**config.mk**
```make
export PLATFORM = sky130hd
export DESIGN_NAME = base_relocation_stream_parser_unit
export DESIGN_NICKNAME = d
export VERILOG_FILES = /design/src/brsp_pkg.sv /design/src/brsp_front.sv /design/src/brsp_queue.sv /design/src/brsp_back.sv /design/src/base_relocation_stream_parser_unit.sv
export SDC_FILE = /design/constraint.sdc
export NUM_CORES = 1
export LEC_CHECK = 0
export BUFFER_PORTS_ARGS = -buffer_cell sky130_fd_sc_hd__clkbuf_2
export CAP_MARGIN = 25
export CELL_PAD_IN_SITES_DETAIL_PLACEMENT = 1
export CELL_PAD_IN_SITES_GLOBAL_PLACEMENT = 2
export CORE_ASPECT_RATIO = 0.8
export CORE_MARGIN = 2
export CORE_UTILIZATION = 36
export DETAILED_ROUTE_END_ITERATION = 8
export GPL_TIMING_DRIVEN = 0
export HOLD_SLACK_MARGIN = 0.1
export PLACE_DENSITY_LB_ADDON = 0.12
export SLEW_MARGIN = 25
export SYNTH_ARGS = -nofsm -noshare
export SYNTH_HDL_FRONTEND = slang
export SYNTH_HIERARCHICAL = 1
export SYNTH_SLANG_ARGS = --single-unit
```
**constraint.sdc**
```tcl
create_clock -name aclk -period 6.05 [get_ports aclk]
set_input_delay 0.9075 -clock aclk [delete_from_list [all_inputs] [get_ports aclk]]
set_output_delay 0.9075 -clock aclk [all_outputs]
set_load 0.02 [all_outputs]
```
**src/brsp_pkg.sv**
```systemverilog
// ----------------------------------------------------------------------------
// brsp_pkg
// Shared types and constants of the base relocation stream parser.
// ----------------------------------------------------------------------------
`default_nettype none

package brsp_pkg;

    // Payload widths
    localparam int HALF_W   = 16;
    localparam int ADDR_W   = 64;
    localparam int WORD_W   = 32;
    localparam int OFFSET_W = 12;
    localparam int TYPE_W   = 4;
    localparam int REL_W    = WORD_W + 1;

    // Configuration port
    localparam int CFG_IDX_W  = 1;
    localparam int CFG_DATA_W = 64;

    localparam logic [CFG_IDX_W-1:0] REG_TABLE_SIZE = 1'd0;
    localparam logic [CFG_IDX_W-1:0] REG_LOAD_BASE  = 1'd1;

    // Relocation entry types that produce a fixup
    localparam logic [TYPE_W-1:0] TYPE_HIGHLOW = 4'd3;
    localparam logic [TYPE_W-1:0] TYPE_DIR64   = 4'd10;

    // Block header length in bytes, and bytes per entry
    localparam logic [WORD_W-1:0] HDR_BYTES   = 32'd8;
    localparam logic [WORD_W-1:0] ENTRY_BYTES = 32'd2;

    // Default depth of the command queue
    localparam int QUEUE_DEPTH_DEFAULT = 4;

    // Parse position within the directory
    typedef enum logic [2:0] {
        PH_PAGE_LO = 3'd0,
        PH_PAGE_HI = 3'd1,
        PH_SIZE_LO = 3'd2,
        PH_SIZE_HI = 3'd3,
        PH_ENTRY   = 3'd4
    } phase_t;

    // Command from the front end to the back end
    typedef struct packed {
        logic [REL_W-1:0] rel_addr;    // page + offset, not yet based
        logic             fixup_width; // 1: 64-bit word
        logic             status;      // 1: invalid block
    } cmd_t;

    // Push request into the queue
    typedef struct packed {
        logic valid;
        cmd_t cmd;
    } push_t;

endpackage

`default_nettype wire

```
**src/brsp_front.sv**
```systemverilog
// ----------------------------------------------------------------------------
// brsp_front
// Header gathering, block validation and entry classification.
// ----------------------------------------------------------------------------
`default_nettype none

module brsp_front (
    input  wire logic                          aclk,
    input  wire logic                          aresetn,
    input  wire logic                          in_fire,
    input  wire logic [brsp_pkg::HALF_W-1:0]   half_word,
    input  wire logic [brsp_pkg::WORD_W-1:0]   table_size,
    output brsp_pkg::push_t                    push
);

    brsp_pkg::phase_t phase_reg, phase_next;
    logic [brsp_pkg::WORD_W-1:0] page_reg, page_next;
    logic [brsp_pkg::HALF_W-1:0] size_lo_reg, size_lo_next;
    logic [brsp_pkg::WORD_W-1:0] left_reg, left_next;
    logic [brsp_pkg::WORD_W-1:0] used_reg, used_next;
    logic                        stopped_reg, stopped_next;

    logic [brsp_pkg::WORD_W-1:0]   full_size;
    logic [brsp_pkg::REL_W-1:0]    end_sum;
    logic                          bad_block;
    logic [brsp_pkg::WORD_W-1:0]   left_dec;
    logic [brsp_pkg::OFFSET_W-1:0] offset;
    logic [brsp_pkg::TYPE_W-1:0]   entry_type;

    // Header check: size below a header, odd, or past the end of the table
    assign full_size = {half_word, size_lo_reg};
    assign end_sum   = {1'b0, used_reg} + {1'b0, full_size};
    assign bad_block = (full_size < brsp_pkg::HDR_BYTES) || full_size[0]
                     || (end_sum > {1'b0, table_size});

    assign left_dec   = left_reg - brsp_pkg::ENTRY_BYTES;
    assign offset     = half_word[brsp_pkg::OFFSET_W-1:0];
    assign entry_type = half_word[brsp_pkg::HALF_W-1:brsp_pkg::OFFSET_W];

    // State registers
    always_ff @(posedge aclk) begin
        if (!aresetn) begin
            phase_reg   <= brsp_pkg::PH_PAGE_LO;
            page_reg    <= '0;
            size_lo_reg <= '0;
            left_reg    <= '0;
            used_reg    <= '0;
            stopped_reg <= 1'b0;
        end else begin
            phase_reg   <= phase_next;
            page_reg    <= page_next;
            size_lo_reg <= size_lo_next;
            left_reg    <= left_next;
            used_reg    <= used_next;
            stopped_reg <= stopped_next;
        end
    end

    // Next state and queue push
    always_comb begin
        phase_next   = phase_reg;
        page_next    = page_reg;
        size_lo_next = size_lo_reg;
        left_next    = left_reg;
        used_next    = used_reg;
        stopped_next = stopped_reg;
        push         = '0;

        if (in_fire && !stopped_reg) begin
            case (phase_reg)
                brsp_pkg::PH_PAGE_HI: begin
                    page_next[brsp_pkg::WORD_W-1:brsp_pkg::HALF_W] = half_word;
                    phase_next = brsp_pkg::PH_SIZE_LO;
                end
                brsp_pkg::PH_SIZE_LO: begin
                    size_lo_next = half_word;
                    phase_next   = brsp_pkg::PH_SIZE_HI;
                end
                brsp_pkg::PH_SIZE_HI: begin
                    if (bad_block) begin
                        stopped_next   = 1'b1;
                        phase_next     = brsp_pkg::PH_PAGE_LO;
                        push.valid     = 1'b1;
                        push.cmd.status = 1'b1;
                    end else begin
                        used_next = end_sum[brsp_pkg::WORD_W-1:0];
                        left_next = full_size - brsp_pkg::HDR_BYTES;
                        phase_next = (full_size == brsp_pkg::HDR_BYTES) ?
                                     brsp_pkg::PH_PAGE_LO : brsp_pkg::PH_ENTRY;
                    end
                end
                brsp_pkg::PH_ENTRY: begin
                    left_next = left_dec;
                    if (left_dec == '0) begin
                        phase_next = brsp_pkg::PH_PAGE_LO;
                    end
                    if (entry_type == brsp_pkg::TYPE_HIGHLOW ||
                        entry_type == brsp_pkg::TYPE_DIR64) begin
                        push.valid            = 1'b1;
                        push.cmd.rel_addr     = {1'b0, page_reg} +
                                                brsp_pkg::REL_W'(offset);
                        push.cmd.fixup_width  = (entry_type == brsp_pkg::TYPE_DIR64);
                    end
                end
                default: begin
                    // Start of a block, unless the table is used up
                    phase_next = brsp_pkg::PH_PAGE_LO;
                    if (used_reg < table_size) begin
                        page_next    = {{(brsp_pkg::WORD_W-brsp_pkg::HALF_W){1'b0}},
                                        half_word};
                        size_lo_next = '0;
                        left_next    = '0;
                        phase_next   = brsp_pkg::PH_PAGE_HI;
                    end
                end
            endcase
        end
    end

endmodule

`default_nettype wire

```
**src/brsp_queue.sv**
```systemverilog
// ----------------------------------------------------------------------------
// brsp_queue
// Short command queue that decouples the front end from the back end.
// ----------------------------------------------------------------------------
`default_nettype none

module brsp_queue #(
    parameter int DEPTH = brsp_pkg::QUEUE_DEPTH_DEFAULT
) (
    input  wire logic            aclk,
    input  wire logic            aresetn,
    input  wire brsp_pkg::push_t push,
    input  wire logic            pop,
    output brsp_pkg::cmd_t       head,
    output logic                 empty,
    output logic                 full
);

    localparam int PTR_W = (DEPTH > 1) ? $clog2(DEPTH) : 1;
    localparam int CNT_W = $clog2(DEPTH + 1);

    brsp_pkg::cmd_t   mem_reg [DEPTH];
    logic [PTR_W-1:0] wr_ptr_reg, wr_ptr_next;
    logic [PTR_W-1:0] rd_ptr_reg, rd_ptr_next;
    logic [CNT_W-1:0] count_reg, count_next;
    logic             do_push, do_pop;

    assign empty   = (count_reg == '0);
    assign full    = (count_reg == CNT_W'(DEPTH));
    assign do_push = push.valid && !full;
    assign do_pop  = pop && !empty;
    assign head    = mem_reg[rd_ptr_reg];

    // Pointer and fill count update
    always_comb begin
        wr_ptr_next = wr_ptr_reg;
        rd_ptr_next = rd_ptr_reg;
        count_next  = count_reg;
        if (do_push) begin
            wr_ptr_next = (wr_ptr_reg == PTR_W'(DEPTH - 1)) ? '0 : wr_ptr_reg + 1'b1;
        end
        if (do_pop) begin
            rd_ptr_next = (rd_ptr_reg == PTR_W'(DEPTH - 1)) ? '0 : rd_ptr_reg + 1'b1;
        end
        if (do_push && !do_pop) begin
            count_next = count_reg + 1'b1;
        end else if (!do_push && do_pop) begin
            count_next = count_reg - 1'b1;
        end
    end

    always_ff @(posedge aclk) begin
        if (!aresetn) begin
            wr_ptr_reg <= '0;
            rd_ptr_reg <= '0;
            count_reg  <= '0;
        end else begin
            wr_ptr_reg <= wr_ptr_next;
            rd_ptr_reg <= rd_ptr_next;
            count_reg  <= count_next;
        end
    end

    // Entry storage
    always_ff @(posedge aclk) begin
        if (do_push) begin
            mem_reg[wr_ptr_reg] <= push.cmd;
        end
    end

endmodule

`default_nettype wire

```
**src/brsp_back.sv**
```systemverilog
// ----------------------------------------------------------------------------
// brsp_back
// Forms the absolute fixup address and holds the result for the consumer.
// ----------------------------------------------------------------------------
`default_nettype none

module brsp_back (
    input  wire logic                          aclk,
    input  wire logic                          aresetn,
    input  wire brsp_pkg::cmd_t                head,
    input  wire logic                          empty,
    output logic                               pop,
    input  wire logic [brsp_pkg::ADDR_W-1:0]   load_base,
    output logic                               m_valid,
    input  wire logic                          m_ready,
    output logic [brsp_pkg::ADDR_W-1:0]        m_target_address,
    output logic                               m_fixup_width,
    output logic                               m_status
);

    logic                        valid_reg;
    logic [brsp_pkg::ADDR_W-1:0] addr_reg, addr_next;
    logic                        width_reg;
    logic                        status_reg;

    // Take the next command when the output register is free or draining
    assign pop = !empty && (!valid_reg || m_ready);

    // Error results carry a zero address
    assign addr_next = head.status ? '0 :
                       load_base + brsp_pkg::ADDR_W'(head.rel_addr);

    always_ff @(posedge aclk) begin
        if (!aresetn) begin
            valid_reg <= 1'b0;
        end else if (pop) begin
            valid_reg <= 1'b1;
        end else if (m_ready) begin
            valid_reg <= 1'b0;
        end
    end

    always_ff @(posedge aclk) begin
        if (pop) begin
            addr_reg   <= addr_next;
            width_reg  <= head.fixup_width;
            status_reg <= head.status;
        end
    end

    assign m_valid          = valid_reg;
    assign m_target_address = addr_reg;
    assign m_fixup_width    = width_reg;
    assign m_status         = status_reg;

endmodule

`default_nettype wire

```
**src/base_relocation_stream_parser_unit.sv**
```systemverilog
// ----------------------------------------------------------------------------
// base_relocation_stream_parser_unit
// Parses a base relocation directory streamed as 16-bit halfwords and
// issues one fixup request per type 3 or type 10 entry.
// ----------------------------------------------------------------------------
// The unit takes one halfword per clock and keeps that rate as long as the
// consumer takes results at least as fast as fixup entries occur. A result
// reaches the output register by way of the command queue: the front-end
// parser classifies the halfword in the cycle it is offered and writes the
// command queue at the accepting edge; from the queue the command passes
// through the 64-bit base add into the output register, where the consumer
// takes it. When the consumer stalls, the queue of QUEUE_DEPTH commands plus
// the output register absorb results, and s_ready drops once the queue is
// full. The first invalid block header yields a single request with m_status
// set and address zero; the rest of the stream is then accepted and dropped
// until reset. The user must write table_size and load_base through the cfg
// port only while no request is in flight; the unit does not enforce this.
`default_nettype none

module base_relocation_stream_parser_unit #(
    parameter int QUEUE_DEPTH = brsp_pkg::QUEUE_DEPTH_DEFAULT
) (
    input  wire logic                              aclk,
    input  wire logic                              aresetn,
    // configuration write port
    input  wire logic                              cfg_wr_en,
    input  wire logic [brsp_pkg::CFG_IDX_W-1:0]    cfg_index,
    input  wire logic [brsp_pkg::CFG_DATA_W-1:0]   cfg_wr_data,
    // halfword stream
    input  wire logic                              s_valid,
    output logic                                   s_ready,
    input  wire logic [brsp_pkg::HALF_W-1:0]       s_half_word,
    // fixup requests
    output logic                                   m_valid,
    input  wire logic                              m_ready,
    output logic [brsp_pkg::ADDR_W-1:0]            m_target_address,
    output logic                                   m_fixup_width,
    output logic                                   m_status
);

    logic [brsp_pkg::WORD_W-1:0] table_size_reg;
    logic [brsp_pkg::ADDR_W-1:0] load_base_reg;

    logic            in_fire;
    brsp_pkg::push_t push;
    brsp_pkg::cmd_t  head;
    logic            q_empty, q_full, q_pop;

    // Configuration registers
    always_ff @(posedge aclk) begin
        if (!aresetn) begin
            table_size_reg <= '0;
            load_base_reg  <= '0;
        end else if (cfg_wr_en) begin
            case (cfg_index)
                brsp_pkg::REG_TABLE_SIZE: table_size_reg <= cfg_wr_data[brsp_pkg::WORD_W-1:0];
                brsp_pkg::REG_LOAD_BASE:  load_base_reg  <= cfg_wr_data;
                default: ;
            endcase
        end
    end

    assign s_ready = !q_full;
    assign in_fire = s_valid && s_ready;

    brsp_front u_front (
        .aclk       (aclk),
        .aresetn    (aresetn),
        .in_fire    (in_fire),
        .half_word  (s_half_word),
        .table_size (table_size_reg),
        .push       (push)
    );

    brsp_queue #(
        .DEPTH (QUEUE_DEPTH)
    ) u_queue (
        .aclk    (aclk),
        .aresetn (aresetn),
        .push    (push),
        .pop     (q_pop),
        .head    (head),
        .empty   (q_empty),
        .full    (q_full)
    );

    brsp_back u_back (
        .aclk             (aclk),
        .aresetn          (aresetn),
        .head             (head),
        .empty            (q_empty),
        .pop              (q_pop),
        .load_base        (load_base_reg),
        .m_valid          (m_valid),
        .m_ready          (m_ready),
        .m_target_address (m_target_address),
        .m_fixup_width    (m_fixup_width),
        .m_status         (m_status)
    );

    // A command is only produced by an accepted halfword
    assert property (@(posedge aclk) disable iff (!aresetn)
        push.valid |-> in_fire)
        else $error("queue push without an accepted halfword");

    // After an invalid block nothing more is queued
    assert property (@(posedge aclk) disable iff (!aresetn)
        push.valid && push.cmd.status |=> !push.valid)
        else $error("command queued after parse stop");

    // Error results carry a zero address and width
    assert property (@(posedge aclk) disable iff (!aresetn)
        m_valid && m_status |-> (m_target_address == '0) && !m_fixup_width)
        else $error("error request with nonzero fields");

endmodule

`default_nettype wire
```
==> summary.md <==
| Metric | Value |
|---|---|
| Post-synth top area cell | `edfxtp_1` |
| CTS tree | `done` |
| Top Metal Used | `met4` |
| Fillers | `7,638` |
| Clock root buffer master | `clkbuf_16` |
| Worst Max-Slew Pin Slew | `978 ps` |
| Avg Cell Area, Syn | `~9.8 um2` |
| Setup CP Type | `flip-flop to flip-flop` |
| 1st-iter DRT viols | `roughly 1,400` |
| Top cell family by delay on the critical path | `compound AO/OA/AOI/OAI gates` |
| Vias | `~20,000` |
| Drt pass-1 iters | `5` |
| Worst-path clk slew | `roughly 70 ps` |
| Worst Setup End Kind | `flip-flop` |
| Die Width | `about 300 um` |
| Multi-input gate area | `about 13,000 um2` |
| Worst path max stage delay | `between 500 and 600 ps` |
| Clk_lat worst skew | `620 ps` |
| Ys flop type | `dfxtp_1` |
| CTS HTree Levels | `2` |
| Setup Skew | `slightly below 50 ps` |
| Comb power frac | `15.3%` |
| Crit-path slowest cell | `or4b_4` |
| WP buf/inv | `1` |
| CP Cell Sequence | `ha_1 -> a211oi_1 -> o21a_2 -> or4b_4 -> a31oi_4 -> a21oi_4 -> o2111ai_1 -> or4b_4 -> ha_1 -> nand4_1 -> nor4_2 -> nand3_1 -> o211ai_1 -> nand3_1 -> a31o_4 -> o31ai_4 -> clkbuf_1 -> o21ai_0 -> a32o_1` |
| Fin nets | `about 2,900` |
| Metal1 wirelength | `43,300 um` |
| Sequential Area | `10,600 um2` |
| Area after DPL | `roughly 27,000 um2` |
| Hold depth | `2` |
| Hold slack | `about 460 ps` |
| Number of enable flip-flop cells after synthesis | `between 200 and 250` |
| Post-route ant nets | `0` |
| Std cell rows | `between 80 and 90` |
| Slew margin rel. | `34.6%` |
| Final WL | `between 80,000 and 90,000 um` |
| Dpl cells | `3,556` |
| Final min period | `a little under 6000 ps` |
| Psw | `roughly 2.2 mW` |
| WP data required | `~6500 ps` |
| Synth warn | `6` |
| Pleak | `between 10 and 15 nW` |
| Cell with the most instances after synthesis | `nand2_1` |
| Setup violations, final | `0` |
| Clock share of power | `42.4%` |
| Setup crit start kind | `flip-flop` |
| Metal2 WL | `37,700 um` |
| Final Hold Violating Endpoints | `0` |
| Largest net degree at the start of global routing | `29` |
| Share of cells above drive strength 1 | `approximately 16%` |
| Seq pwr share | `between 40% and 50%` |
| Post-synthesis async set-or-reset flop share | `0%` |
| Worst hold-check path type | `flip-flop to flip-flop` |
| First-pass GRT wire length | `131,000 um` |
| Synth area leaders | `edfxtp_1 (25%), dfxtp_1 (18%), ha_1 (7.6%)` |
| Final core occ | `42.6%` |
| Largest register FFs | `between 100 and 150` |
| Clock buffer depth | `3` |
| Crit Path Max Fanout | `10` |
| Syn Std Cell Area | `24,500 um2` |
| Pint | `approximately 5.3 mW` |
| MaxCap Viol Count | `0` |
| # clock sinks | `428` |
| DR DRC count | `0` |
| # IOs | `approximately 150` |
| Fmax | `~170 MHz` |
| Final worst slack | `about 190 ps` |
| PortBufs | `~150` |
| DPL Wire Length | `around 70,000 um` |
| Total GRT Usage | `approximately a quarter` |
| Num CTS Buffers | `49` |
| Gpl congestion | `roughly 0.9` |
| Layout area overhead | `17.0%` |
| Die Area | `between 70,000 and 80,000 um2` |
| Switching share of power | `between 20 and 30%` |
| Seq/Total Area, Yosys | `between 40% and 50%` |
| Pins Over Slew Limit | `0` |
| Power Density | `between 200 and 300 nW/um2` |
| Grt ovf | `0` |
| Worst path depth | `19` |
| Most frequent cells after synthesis | `nand2_1 (317), dfxtp_1 (222), edfxtp_1 (206)` |
| Post-place setup slack | `-1520 ps` |
| Status | `complete, no violations` |
| Tot Pwr | `7.49 mW` |
| Vias/cell | `5.61` |
| Syn Nets | `roughly 2,700` |
| Antenna violations before repair | `2` |
| Top cell type's share of synthesized area | `between 20% and 30%` |
| Yosys cell types | `105` |
| Core area | `between 60,000 and 70,000 um2` |
| DR WL met3 | `around 4700 um` |
| Worst Path Arrival | `around 6400 ps` |
| Die H | `between 200 and 250 um` |
| Yosys reg bits | `roughly 430` |
| Mapped Cells | `between 2,000 and 2,500` |
| Vias in the first global route | `approximately 20,000` |
| Final setup TNS | `0 ps` |
| R2R depth | `19` |
| Worst VDD drop | `approximately 0.00026 V` |
| RSZ-0062 raised after global routing | `no` |
| Initial core utilization | `between 30% and 40%` |
| Fin crit share | `between 90% and 100%` |
| Post-route cell area | `28,600 um2` |
| Final Non-Filler Cells | `roughly 3,700` |
| Routed wire per std cell | `~24 um` |
==> per-layer routing <==
layer  track usage, %  up-vias
met5                0        -
met4             5.81        0
met3             3.74      100
met2             37.0      483
met1             37.3    10300
li1                 -     9626
==> worst register-to-register path, stage by stage, from the launching register on <==
cell       delay, ps
dfxtp_2          380
ha_1             320
a211oi_1         100
o21a_2           250
or4b_4           580
a31oi_4          270
a21oi_4          140
o2111ai_1        220
or4b_4           500
ha_1             290
nand4_1          220
nor4_2           220
nand3_1          150
o211ai_1         190
nand3_1          120
a31o_4           270
o31ai_4          470
clkbuf_1         520
o21ai_0          230
a32o_1           320
==> cell usage in the layout, fill, tap and decap left out, drive strengths merged, types with 24 or more instances in the layout <==
cell    count
nor3       58
nand4      78
o31ai      24
xnor2      71
a21oi     164
dfxtp     222
nand2     317
or3        28
clkbuf    297
a22o       35
inv        87
buf        79
mux4       35
o21ai     112
nor2      168
nand3      70
a21o       63
edfxtp    206
nor2b      24
mux2i      69
ha        148
xor2       53
==> power by group through the flow <==
stage	clock, mW	combinational [mW]	sequential [mW]
detailed placement	0	1.11	3.22
floorplan	0	0.716	3.22
finish	3.18	1.15	3.16
global placement	0	1.08	3.22
global route	3.37	1.25	3.17
CTS	3.28	1.12	3.16
==> what timing repair did <==
item                                    in CTS  in global routing
gates resized for setup                     27                 28
hold buffers                                 0                  0
pin swaps                                    4                 18
buffers inserted                             5                  5
endpoints found under the setup margin     208                118
==> final cells by class <==
class	instances	share of cell area (%)
diodes	2	0.0175
plain buffers	147	2.79
clock buffers	62	4.72
clock inverters	30	1.35
inverters	83	1.09
multi-input cells	1825	45.4
flip-flops and latches	428	37.2
well taps	913	3.99
repair buffers	169	3.51
==> logic make-up (layout without fill, tap and decap cells) <==
group / count (synthesis) / in the layout / synth area share [%]
multiplexers: 106 / 106 / 6.21
AO/OA/AOI/OAI: 574 / 574 / 15.6
other: 0 / 2 / 0
AND/OR/NAND/NOR: 869 / 869 / 17.8
buffers and inverters: 231 / 491 / 4.54
XOR/XNOR: 124 / 124 / 4.44
adder cells (fa/ha/maj): 152 / 152 / 7.90
flip-flops: 428 / 428 / 43.5
==> path summary, 6_finish.rpt <==
kind,from,end,slack (ps)
max,u_front/size_lo_reg[1],u_front/left_reg[27],190
min,table_size_reg[8],table_size_reg[8],460
max reg2reg,u_front/size_lo_reg[1],u_front/left_reg[27],190
min reg2reg,table_size_reg[8],table_size_reg[8],460
No activity file was read; power rests on OpenSTA's default activity.
